[config.mk]
export PLATFORM = sky130hd
export DESIGN_NAME = stable_matching_engine
export DESIGN_NICKNAME = d
export VERILOG_FILES = /design/src/rtl/sme_pkg.sv /design/src/rtl/stable_matching_engine.sv /design/src/rtl/sme_tables.sv
export SDC_FILE = /design/constraint.sdc
export NUM_CORES = 2
export LEC_CHECK = 0
export BUFFER_PORTS_ARGS = -buffer_cell sky130_fd_sc_hd__clkbuf_2
export CAP_MARGIN = 20
export CORE_MARGIN = 5
export CORE_UTILIZATION = 40
export DETAILED_ROUTE_END_ITERATION = 7
export SLEW_MARGIN = 15
export SYNTH_ARGS = -nofsm -noshare
export SYNTH_HDL_FRONTEND = slang
export SYNTH_HIERARCHICAL = 1
export SYNTH_SLANG_ARGS = --single-unit
export TNS_END_PERCENT = 10
[constraint.sdc]
create_clock -name clock -period 4.5 [get_ports clock]
set_clock_uncertainty 0.1 [all_clocks]
set_input_delay 1.35 -clock clock [delete_from_list [all_inputs] [get_ports clock]]
set_output_delay 1.35 -clock clock [all_outputs]
set_load 0.005 [all_outputs]
[src/rtl/sme_pkg.sv]
// ----------------------------------------------------------------------------
// sme_pkg
// Shared types and constants for the stable matching engine.
// ----------------------------------------------------------------------------
package sme_pkg;

   localparam int PERSON_W           = 4;
   localparam int MAX_PEOPLE         = 16;
   localparam int DEFAULT_NUM_PEOPLE = 16;

   localparam logic [1:0] OP_LOAD_PROP = 2'd0;
   localparam logic [1:0] OP_LOAD_ACC  = 2'd1;
   localparam logic [1:0] OP_RUN       = 2'd2;

   typedef struct packed {
      logic [1:0]          op;
      logic [PERSON_W-1:0] person;
      logic [PERSON_W-1:0] rank_pos;
      logic [PERSON_W-1:0] partner;
   } req_type;

   typedef struct packed {
      logic [PERSON_W-1:0] proposer;
      logic [PERSON_W-1:0] matched_acceptor;
      logic                last;
   } rsp_type;

   // read request into the preference tables
   typedef struct packed {
      logic                en;
      logic                rank;
      logic [PERSON_W-1:0] row;
      logic [PERSON_W-1:0] col;
   } tbl_rd_type;

   typedef enum logic [3:0] {
      ST_IDLE,
      ST_FIND,
      ST_NEXT,
      ST_PREF,
      ST_ACC,
      ST_RANK_NEW,
      ST_RANK_OLD,
      ST_OUT_RD,
      ST_OUT_WR
   } state_type;

endpackage

[src/rtl/stable_matching_engine.sv]
// ----------------------------------------------------------------------------
// stable_matching_engine
// Proposer-optimal stable matching over two loaded preference tables.
// ----------------------------------------------------------------------------
// Requests arrive on req_valid/req_ready with a req_data struct. A load
// request writes one preference entry; loads may be issued back to back. A
// run request clears the matching state and then iterates proposals. Each
// proposal picks the lowest free proposer and reads her next position, then
// her choice from the preference table. An acceptor index out of range ends
// the proposal there; a free acceptor is engaged; for a taken one the new
// and the old proposer's ranks are read in turn and compared. A final find
// step sees no free proposer. With full permutations a run makes at most
// PEOPLE*PEOPLE proposals. The run then emits PEOPLE responses on
// rsp_valid/rsp_ready, proposer ascending, last set on the final one. A
// stalled response holds in the output register and the sequencer waits.
// req_ready is high whenever no run is in progress. Synchronous reset
// returns the sequencer to idle and empties the output register; the
// preference tables keep their contents and need no clearing pass.
// ----------------------------------------------------------------------------
module stable_matching_engine #(
   parameter int NUM_PEOPLE = sme_pkg::DEFAULT_NUM_PEOPLE
) (
   input  logic             clock,
   input  logic             reset,
   input  logic             req_valid,
   output logic             req_ready,
   input  sme_pkg::req_type req_data,
   output logic             rsp_valid,
   input  logic             rsp_ready,
   output sme_pkg::rsp_type rsp_data
);

   localparam int PEOPLE = (NUM_PEOPLE < sme_pkg::MAX_PEOPLE) ? NUM_PEOPLE
                                                              : sme_pkg::MAX_PEOPLE;
   localparam int IW = $clog2(PEOPLE);
   localparam int NW = $clog2(PEOPLE + 1);
   localparam int PW = sme_pkg::PERSON_W;

   sme_pkg::state_type state_ff, state_in;

   logic [IW-1:0]     cur_p_ff, cur_p_in;
   logic [IW-1:0]     acc_ff, acc_in;
   logic [IW-1:0]     old_ff, old_in;
   logic [IW-1:0]     cnt_ff, cnt_in;
   logic [PW-1:0]     rnew_ff, rnew_in;
   logic [PEOPLE-1:0] pfree_ff, pfree_in;
   logic [PEOPLE-1:0] pexh_ff, pexh_in;
   logic [PEOPLE-1:0] ncv_ff, ncv_in;
   logic [PEOPLE-1:0] accv_ff, accv_in;
   logic              rsp_valid_ff, rsp_valid_in;
   sme_pkg::rsp_type  rsp_data_ff, rsp_data_in;

   // matching state memories
   logic [NW-1:0] nc_mem  [PEOPLE];
   logic [IW-1:0] acc_mem [PEOPLE];
   logic [IW-1:0] pp_mem  [PEOPLE];
   logic [NW-1:0] nc_q_ff;
   logic [IW-1:0] acc_q_ff;
   logic [IW-1:0] pp_q_ff;

   logic          nc_re, nc_we;
   logic [IW-1:0] nc_ra, nc_wa;
   logic [NW-1:0] nc_wd;
   logic          acc_re, acc_we;
   logic [IW-1:0] acc_ra, acc_wa, acc_wd;
   logic          pp_re, pp_we;
   logic [IW-1:0] pp_ra, pp_wa, pp_wd;

   logic                req_fire;
   sme_pkg::tbl_rd_type tbl_rd;
   logic [PW-1:0]       tbl_q;

   logic [PEOPLE-1:0] cand;
   logic              found;
   logic [IW-1:0]     found_p;
   logic [NW-1:0]     nc_cur;
   logic [NW-1:0]     nc_next;

   assign req_ready = (state_ff == sme_pkg::ST_IDLE);
   assign req_fire  = req_valid && req_ready;
   assign rsp_valid = rsp_valid_ff;
   assign rsp_data  = rsp_data_ff;

   sme_tables #(
      .PEOPLE (PEOPLE)
   ) u_tables (
      .clock    (clock),
      .load_en  (req_fire),
      .load_req (req_data),
      .rd       (tbl_rd),
      .rd_data  (tbl_q)
   );

   // lowest free proposer with an untried position
   always_comb begin
      cand    = pfree_ff & ~pexh_ff;
      found   = |cand;
      found_p = '0;
      for (int i = PEOPLE - 1; i >= 0; i--) begin
         if (cand[i]) begin
            found_p = IW'(i);
         end
      end
   end

   always_comb begin
      nc_cur  = ncv_ff[cur_p_ff] ? nc_q_ff : '0;
      nc_next = nc_cur + NW'(1);
   end

   always_ff @(posedge clock) begin
      if (reset) begin
         state_ff     <= sme_pkg::ST_IDLE;
         rsp_valid_ff <= 1'b0;
      end else begin
         state_ff     <= state_in;
         rsp_valid_ff <= rsp_valid_in;
      end
   end

   always_ff @(posedge clock) begin
      cur_p_ff    <= cur_p_in;
      acc_ff      <= acc_in;
      old_ff      <= old_in;
      cnt_ff      <= cnt_in;
      rnew_ff     <= rnew_in;
      pfree_ff    <= pfree_in;
      pexh_ff     <= pexh_in;
      ncv_ff      <= ncv_in;
      accv_ff     <= accv_in;
      rsp_data_ff <= rsp_data_in;
   end

   always_ff @(posedge clock) begin
      if (nc_we) begin
         nc_mem[nc_wa] <= nc_wd;
      end
      if (nc_re) begin
         nc_q_ff <= nc_mem[nc_ra];
      end
   end

   always_ff @(posedge clock) begin
      if (acc_we) begin
         acc_mem[acc_wa] <= acc_wd;
      end
      if (acc_re) begin
         acc_q_ff <= acc_mem[acc_ra];
      end
   end

   always_ff @(posedge clock) begin
      if (pp_we) begin
         pp_mem[pp_wa] <= pp_wd;
      end
      if (pp_re) begin
         pp_q_ff <= pp_mem[pp_ra];
      end
   end

   always_comb begin
      state_in     = state_ff;
      cur_p_in     = cur_p_ff;
      acc_in       = acc_ff;
      old_in       = old_ff;
      cnt_in       = cnt_ff;
      rnew_in      = rnew_ff;
      pfree_in     = pfree_ff;
      pexh_in      = pexh_ff;
      ncv_in       = ncv_ff;
      accv_in      = accv_ff;
      rsp_valid_in = rsp_valid_ff && !rsp_ready;
      rsp_data_in  = rsp_data_ff;

      nc_re  = 1'b0;
      nc_ra  = cur_p_ff;
      nc_we  = 1'b0;
      nc_wa  = cur_p_ff;
      nc_wd  = nc_next;
      acc_re = 1'b0;
      acc_ra = acc_ff;
      acc_we = 1'b0;
      acc_wa = acc_ff;
      acc_wd = cur_p_ff;
      pp_re  = 1'b0;
      pp_ra  = cnt_ff;
      pp_we  = 1'b0;
      pp_wa  = cur_p_ff;
      pp_wd  = acc_ff;

      tbl_rd.en   = 1'b0;
      tbl_rd.rank = 1'b0;
      tbl_rd.row  = PW'(cur_p_ff);
      tbl_rd.col  = PW'(nc_cur[IW-1:0]);

      case (state_ff)
         sme_pkg::ST_IDLE: begin
            if (req_fire && (req_data.op == sme_pkg::OP_RUN)) begin
               pfree_in = '1;
               pexh_in  = '0;
               ncv_in   = '0;
               accv_in  = '0;
               state_in = sme_pkg::ST_FIND;
            end
         end
         sme_pkg::ST_FIND: begin
            if (found) begin
               cur_p_in = found_p;
               nc_re    = 1'b1;
               nc_ra    = found_p;
               state_in = sme_pkg::ST_NEXT;
            end else begin
               cnt_in   = '0;
               state_in = sme_pkg::ST_OUT_RD;
            end
         end
         sme_pkg::ST_NEXT: begin
            tbl_rd.en        = 1'b1;
            nc_we            = 1'b1;
            ncv_in[cur_p_ff] = 1'b1;
            if (nc_next == NW'(PEOPLE)) begin
               pexh_in[cur_p_ff] = 1'b1;
            end
            state_in = sme_pkg::ST_PREF;
         end
         sme_pkg::ST_PREF: begin
            if ({1'b0, tbl_q} >= (PW + 1)'(PEOPLE)) begin
               state_in = sme_pkg::ST_FIND;
            end else begin
               acc_in   = tbl_q[IW-1:0];
               acc_re   = 1'b1;
               acc_ra   = tbl_q[IW-1:0];
               state_in = sme_pkg::ST_ACC;
            end
         end
         sme_pkg::ST_ACC: begin
            if (!accv_ff[acc_ff]) begin
               acc_we            = 1'b1;
               accv_in[acc_ff]   = 1'b1;
               pp_we             = 1'b1;
               pfree_in[cur_p_ff] = 1'b0;
               state_in          = sme_pkg::ST_FIND;
            end else begin
               old_in      = acc_q_ff;
               tbl_rd.en   = 1'b1;
               tbl_rd.rank = 1'b1;
               tbl_rd.row  = PW'(acc_ff);
               tbl_rd.col  = PW'(cur_p_ff);
               state_in    = sme_pkg::ST_RANK_NEW;
            end
         end
         sme_pkg::ST_RANK_NEW: begin
            rnew_in     = tbl_q;
            tbl_rd.en   = 1'b1;
            tbl_rd.rank = 1'b1;
            tbl_rd.row  = PW'(acc_ff);
            tbl_rd.col  = PW'(old_ff);
            state_in    = sme_pkg::ST_RANK_OLD;
         end
         sme_pkg::ST_RANK_OLD: begin
            if (rnew_ff < tbl_q) begin
               acc_we             = 1'b1;
               pp_we              = 1'b1;
               pfree_in[old_ff]   = 1'b1;
               pfree_in[cur_p_ff] = 1'b0;
            end
            state_in = sme_pkg::ST_FIND;
         end
         sme_pkg::ST_OUT_RD: begin
            pp_re    = 1'b1;
            state_in = sme_pkg::ST_OUT_WR;
         end
         sme_pkg::ST_OUT_WR: begin
            if (!rsp_valid_ff || rsp_ready) begin
               rsp_valid_in                 = 1'b1;
               rsp_data_in.proposer         = PW'(cnt_ff);
               rsp_data_in.matched_acceptor = pfree_ff[cnt_ff] ? '0 : PW'(pp_q_ff);
               rsp_data_in.last             = (cnt_ff == IW'(PEOPLE - 1));
               if (cnt_ff == IW'(PEOPLE - 1)) begin
                  state_in = sme_pkg::ST_IDLE;
               end else begin
                  cnt_in   = cnt_ff + IW'(1);
                  state_in = sme_pkg::ST_OUT_RD;
               end
            end
         end
         default: begin
            state_in = sme_pkg::ST_IDLE;
         end
      endcase
   end

endmodule

[src/rtl/sme_tables.sv]
// ----------------------------------------------------------------------------
// sme_tables
// Proposer preference and acceptor rank tables: load port and one read port.
// ----------------------------------------------------------------------------
module sme_tables #(
   parameter int PEOPLE = sme_pkg::DEFAULT_NUM_PEOPLE
) (
   input  logic                         clock,
   input  logic                         load_en,
   input  sme_pkg::req_type             load_req,
   input  sme_pkg::tbl_rd_type          rd,
   output logic [sme_pkg::PERSON_W-1:0] rd_data
);

   localparam int DEPTH = PEOPLE * PEOPLE;
   localparam int AW    = (DEPTH > 1) ? $clog2(DEPTH) : 1;
   localparam int CW    = sme_pkg::PERSON_W + 1;

   logic [sme_pkg::PERSON_W-1:0] pref_mem [DEPTH];
   logic [sme_pkg::PERSON_W-1:0] rank_mem [DEPTH];

   logic [sme_pkg::PERSON_W-1:0] pref_q_ff;
   logic [sme_pkg::PERSON_W-1:0] rank_q_ff;
   logic                         sel_rank_ff;

   logic          person_ok;
   logic          rank_ok;
   logic          partner_ok;
   logic          pref_we;
   logic          rank_we;
   logic [AW-1:0] pref_wa;
   logic [AW-1:0] rank_wa;
   logic [AW-1:0] rd_addr;

   always_comb begin
      person_ok  = {1'b0, load_req.person}   < CW'(PEOPLE);
      rank_ok    = {1'b0, load_req.rank_pos} < CW'(PEOPLE);
      partner_ok = {1'b0, load_req.partner}  < CW'(PEOPLE);
      pref_we    = load_en && (load_req.op == sme_pkg::OP_LOAD_PROP) && person_ok && rank_ok;
      rank_we    = load_en && (load_req.op == sme_pkg::OP_LOAD_ACC) && person_ok && partner_ok;
      pref_wa    = AW'(int'(load_req.person) * PEOPLE + int'(load_req.rank_pos));
      rank_wa    = AW'(int'(load_req.person) * PEOPLE + int'(load_req.partner));
      rd_addr    = AW'(int'(rd.row) * PEOPLE + int'(rd.col));
   end

   always_ff @(posedge clock) begin
      if (pref_we) begin
         pref_mem[pref_wa] <= load_req.partner;
      end
      if (rd.en && !rd.rank) begin
         pref_q_ff <= pref_mem[rd_addr];
      end
   end

   always_ff @(posedge clock) begin
      if (rank_we) begin
         rank_mem[rank_wa] <= load_req.rank_pos;
      end
      if (rd.en && rd.rank) begin
         rank_q_ff <= rank_mem[rd_addr];
      end
   end

   always_ff @(posedge clock) begin
      if (rd.en) begin
         sel_rank_ff <= rd.rank;
      end
   end

   assign rd_data = sel_rank_ff ? rank_q_ff : pref_q_ff;

endmodule
==> impl_metrics.toml <==
[grt]
grt_first_pass_wirelength_um = 355000
antenna_found_initial = 12
grt_usage_pct = 19.3
grt_pass1_vias = 50900
grt.overflow.total = 0
grt_max_degree = 181

[setup_path]
reg2reg_slack_ps = -210
cp_top_family = "buffers and inverters"
arrival_ps = 5270
start_kind = "register"
crit_top_cell = "buf_12"
required_ps = 5060
r2r-end = "u_tables/pref_q_ff[1]"
crit_type = "register to register"
critical_path.slowest_cell = "mux4_2"
crit_buf_inv = 8
r2r-start = "acc_ff[0]"
cp_max_fo = 8
end_kind = "register"
critPathMaxStageDelay_ps = 490
crit_chain = "buf_12 -> mux4_2 -> mux4_2 -> inv_2 -> nor2_4 -> nor2_4 -> and2_4 -> nand2_1 -> o21ai_4 -> buf_12 -> buf_12 -> buf_12 -> buf_4 -> and2b_1 -> buf_4 -> a22oi_2 -> nand3_2 -> a311oi_4 -> a211oi_2 -> buf_4 -> nor4_1"
r2r_cells = 21

[route]
wl_um = 244000
drtIter0Drc = 5538
drc = 0
antenna_left = 0
via_per_inst = 5.71
wl_per_cell_um = 27.3
num_vias = 50900
drt_first_pass_iters = 6

[cts]
clock-root-buffer = "clkbuf_16"
hold_buffers = 0
clkLatencyLatePin_ps = 850
clkTransAtPathRegs_ps = 60
cts_max_path_buffers = 3
clock_sinks = 2376
cts_htree_levels = 4
cts_tree = "done"
cts_buffers = 230

[hold_path]
holdPathStages = 0
min_from = "acc_q_ff[0]"
hold-path-endpoint = "old_ff[0]"
holdCritPathClass = "register to register"

[outcome]
violations = "negative setup slack"
outcome = "complete, but fails checks"

[layout]
layout-drive-gt1-share_pct = 26.7
post-route-util_pct = 47.2
fin_nets = 5589
area_delta_synth_final_pct = 17.3

[floorplan]
core_area_sq_um = 236000
die_area_sq_um = 247000
ios = 29
die_h_um = 497
die_x_um = 497
rows = 178
initial_core_util_pct = 40.3

[logic_synthesis]
synth_edf_count = 2363
seq_area_frac_synth_pct = 75.0
synth_cell_types = 72
yosysTopAreaCellShare_pct = 74.7
async_flop_share_pct = 0
synth_area_leader_cell = "edfxtp_1"
syn_inst = 5075
ys_ff_latch = 2376
synth_area_sq_um = 94900
syn_nets = 5099
yosys_warnings = 6
synth_flop_cell = "edfxtp_1"
synth.area.top_cells = "edfxtp_1 (75%), mux4_2 (11%), nor2_1 (2.8%)"
avgSynthCellArea_sq_um = 18.7

[placement]
portBuffers = 28
hpwl_um = 157000
place.gp.congestion = 0.829

[sta]
rsz0062_at_grt = "yes"
tightest_slew_ps = 1180
max_slew_margin_pct = 21.3
post-route-period-util_pct = 105
timing.final.hold_violations = 0
finalSetupViolations = 8
fmaxAchievable_ghz = 0.212
setup_slack_ps = -212
finalMaxSlewViolations = 0
whs_ps = 320
period_minus_slack_ps = 4710

[pwr]
power.density_nw_per_um2 = 504
total_leakage_power_nw = 34.6
vdd_ir_drop_max_uv = 401

[flow_run]
drv_cap = 0
-- kinds of logic after synthesis --
group / after synthesis / share of synthesized area [%]
muxes: 698 / 13.8
xor gates and xnor gates: 5 / 0.0461
adders and majority gates: 6 / 0.0791
buffers and inverters: 342 / 2.13
and+or+nand+nor: 1135 / 5.14
DFF: 2376 / 75.0
AOI/OAI and AO/OA: 513 / 3.80
-- state kept, by name (all words and copies together), names as in the netlist, 5 cells and up --
signal and flops:
u_tables/pref_mem 1024, nc_mem 80, acc_mem 64, u_tables/rank_mem 1024, nc_q_ff 5, pexh_ff 16, accv_ff 16, rsp_data 9
pfree_ff 16, pp_mem 64, ncv_ff 16
-- synth_stat cells (26+ instances only) --
master and instances:
clkbuf_1 147, nor2_1 715, nor4_1 26, mux4_2 457, nor2b_1 41, buf_2 48, mux2i_1 208, buf_6 28
o21ai_0 49, nand2_1 162, nand2b_1 33, nand3_1 55, buf_1 42, o221ai_1 35, a211oi_1 42, a22oi_1 136
nor3_1 31, o22ai_1 35, a21oi_1 86, edfxtp_1 2363
-- power breakdown --
| group | switching, mW | leakage, nW | internal [mW] |
|---|---|---|---|
| logic | 6.42 | 9.61 | 5.68 |
| registers | 0.0395 | 21.3 | 24.5 |
| clock network | 8.29 | 3.71 | 11.2 |
| total | 14.8 | 34.6 | 41.4 |
-- per-stage QoR --
step                      TNS, ps  setup WS (ps)  area, sq um  total power, mW  cells
after floorplan             -2060           -112        94900             31.4   5075
after global placement      -6040           -945       102000             36.0   8438
after detailed placement    -5740           -953       102000             36.0   8438
after CTS                   -1190           -169       111000             56.4   8912
after global routing        -2330           -308       111000             58.1   8918
final                       -1220           -212       111000             56.2   8919
-- routing by layer --
metal  wire length, um  GRT usage (%)
met5                27              0
met1            101000           27.3
met2            116000           30.8
met4              6770           5.32
met3             19300           3.56
-- worst max path at each step --
stage | from | to | slack [ps] | cells past startpoint
final | acc_ff[0] | u_tables/pref_q_ff[1] | -210 | 21
after global routing | acc_ff[0] | u_tables/pref_q_ff[1] | -310 | 21
after CTS | acc_ff[0] | u_tables/pref_q_ff[2] | -170 | 19
after detailed placement | acc_ff[0] | u_tables/pref_q_ff[1] | -950 | 18
after global placement | acc_ff[0] | u_tables/rank_q_ff[0] | -940 | 18
after floorplan | acc_ff[0] | pfree_ff[0] | -110 | 7
-- cell usage in the layout (no fill, tap or decap), types with 17 or more instances in the layout --
| cell | n |
|---|---|
| nand2_1 | 160 |
| clkinv_1 | 52 |
| o21ai_0 | 38 |
| buf_12 | 77 |
| a22oi_1 | 121 |
| nand2b_1 | 31 |
| o221ai_1 | 35 |
| mux2i_1 | 204 |
| and3_1 | 18 |
| edfxtp_1 | 2363 |
| mux4_1 | 20 |
| nor3_1 | 20 |
| buf_6 | 21 |
| mux4_2 | 460 |
| buf_4 | 424 |
| a211oi_2 | 22 |
| nor2_1 | 707 |
| clkbuf_1 | 46 |
| nor2b_1 | 37 |
| a31oi_1 | 22 |
| a22o_1 | 21 |
| inv_1 | 17 |
| bufinv_16 | 30 |
| clkinv_2 | 44 |
| clkbuf_16 | 232 |
| clkbuf_2 | 20 |
| buf_16 | 21 |
| a211oi_1 | 19 |
| a21oi_1 | 82 |
| nand3_1 | 50 |
| o22ai_1 | 28 |
-- final cells by class --
type,instances,area (sq um)
fillers,19700,124000
flip-flops and latches,2376,71200
multi-input cells,2357,22500
clock buffers,278,5980
repair buffers,577,5890
well taps,3150,3940
clock inverters,155,1670
inverters,23,88.8
diodes,3,7.51
-- timing repair --
item                                    in CTS  in global routing
setup buffers                               30                  3
pin swaps                                   37                  3
cloned                                      12                  0
resized for setup                          173                 26
endpoints found under the setup margin       8                  8
(Power assumes the default switching activity.)
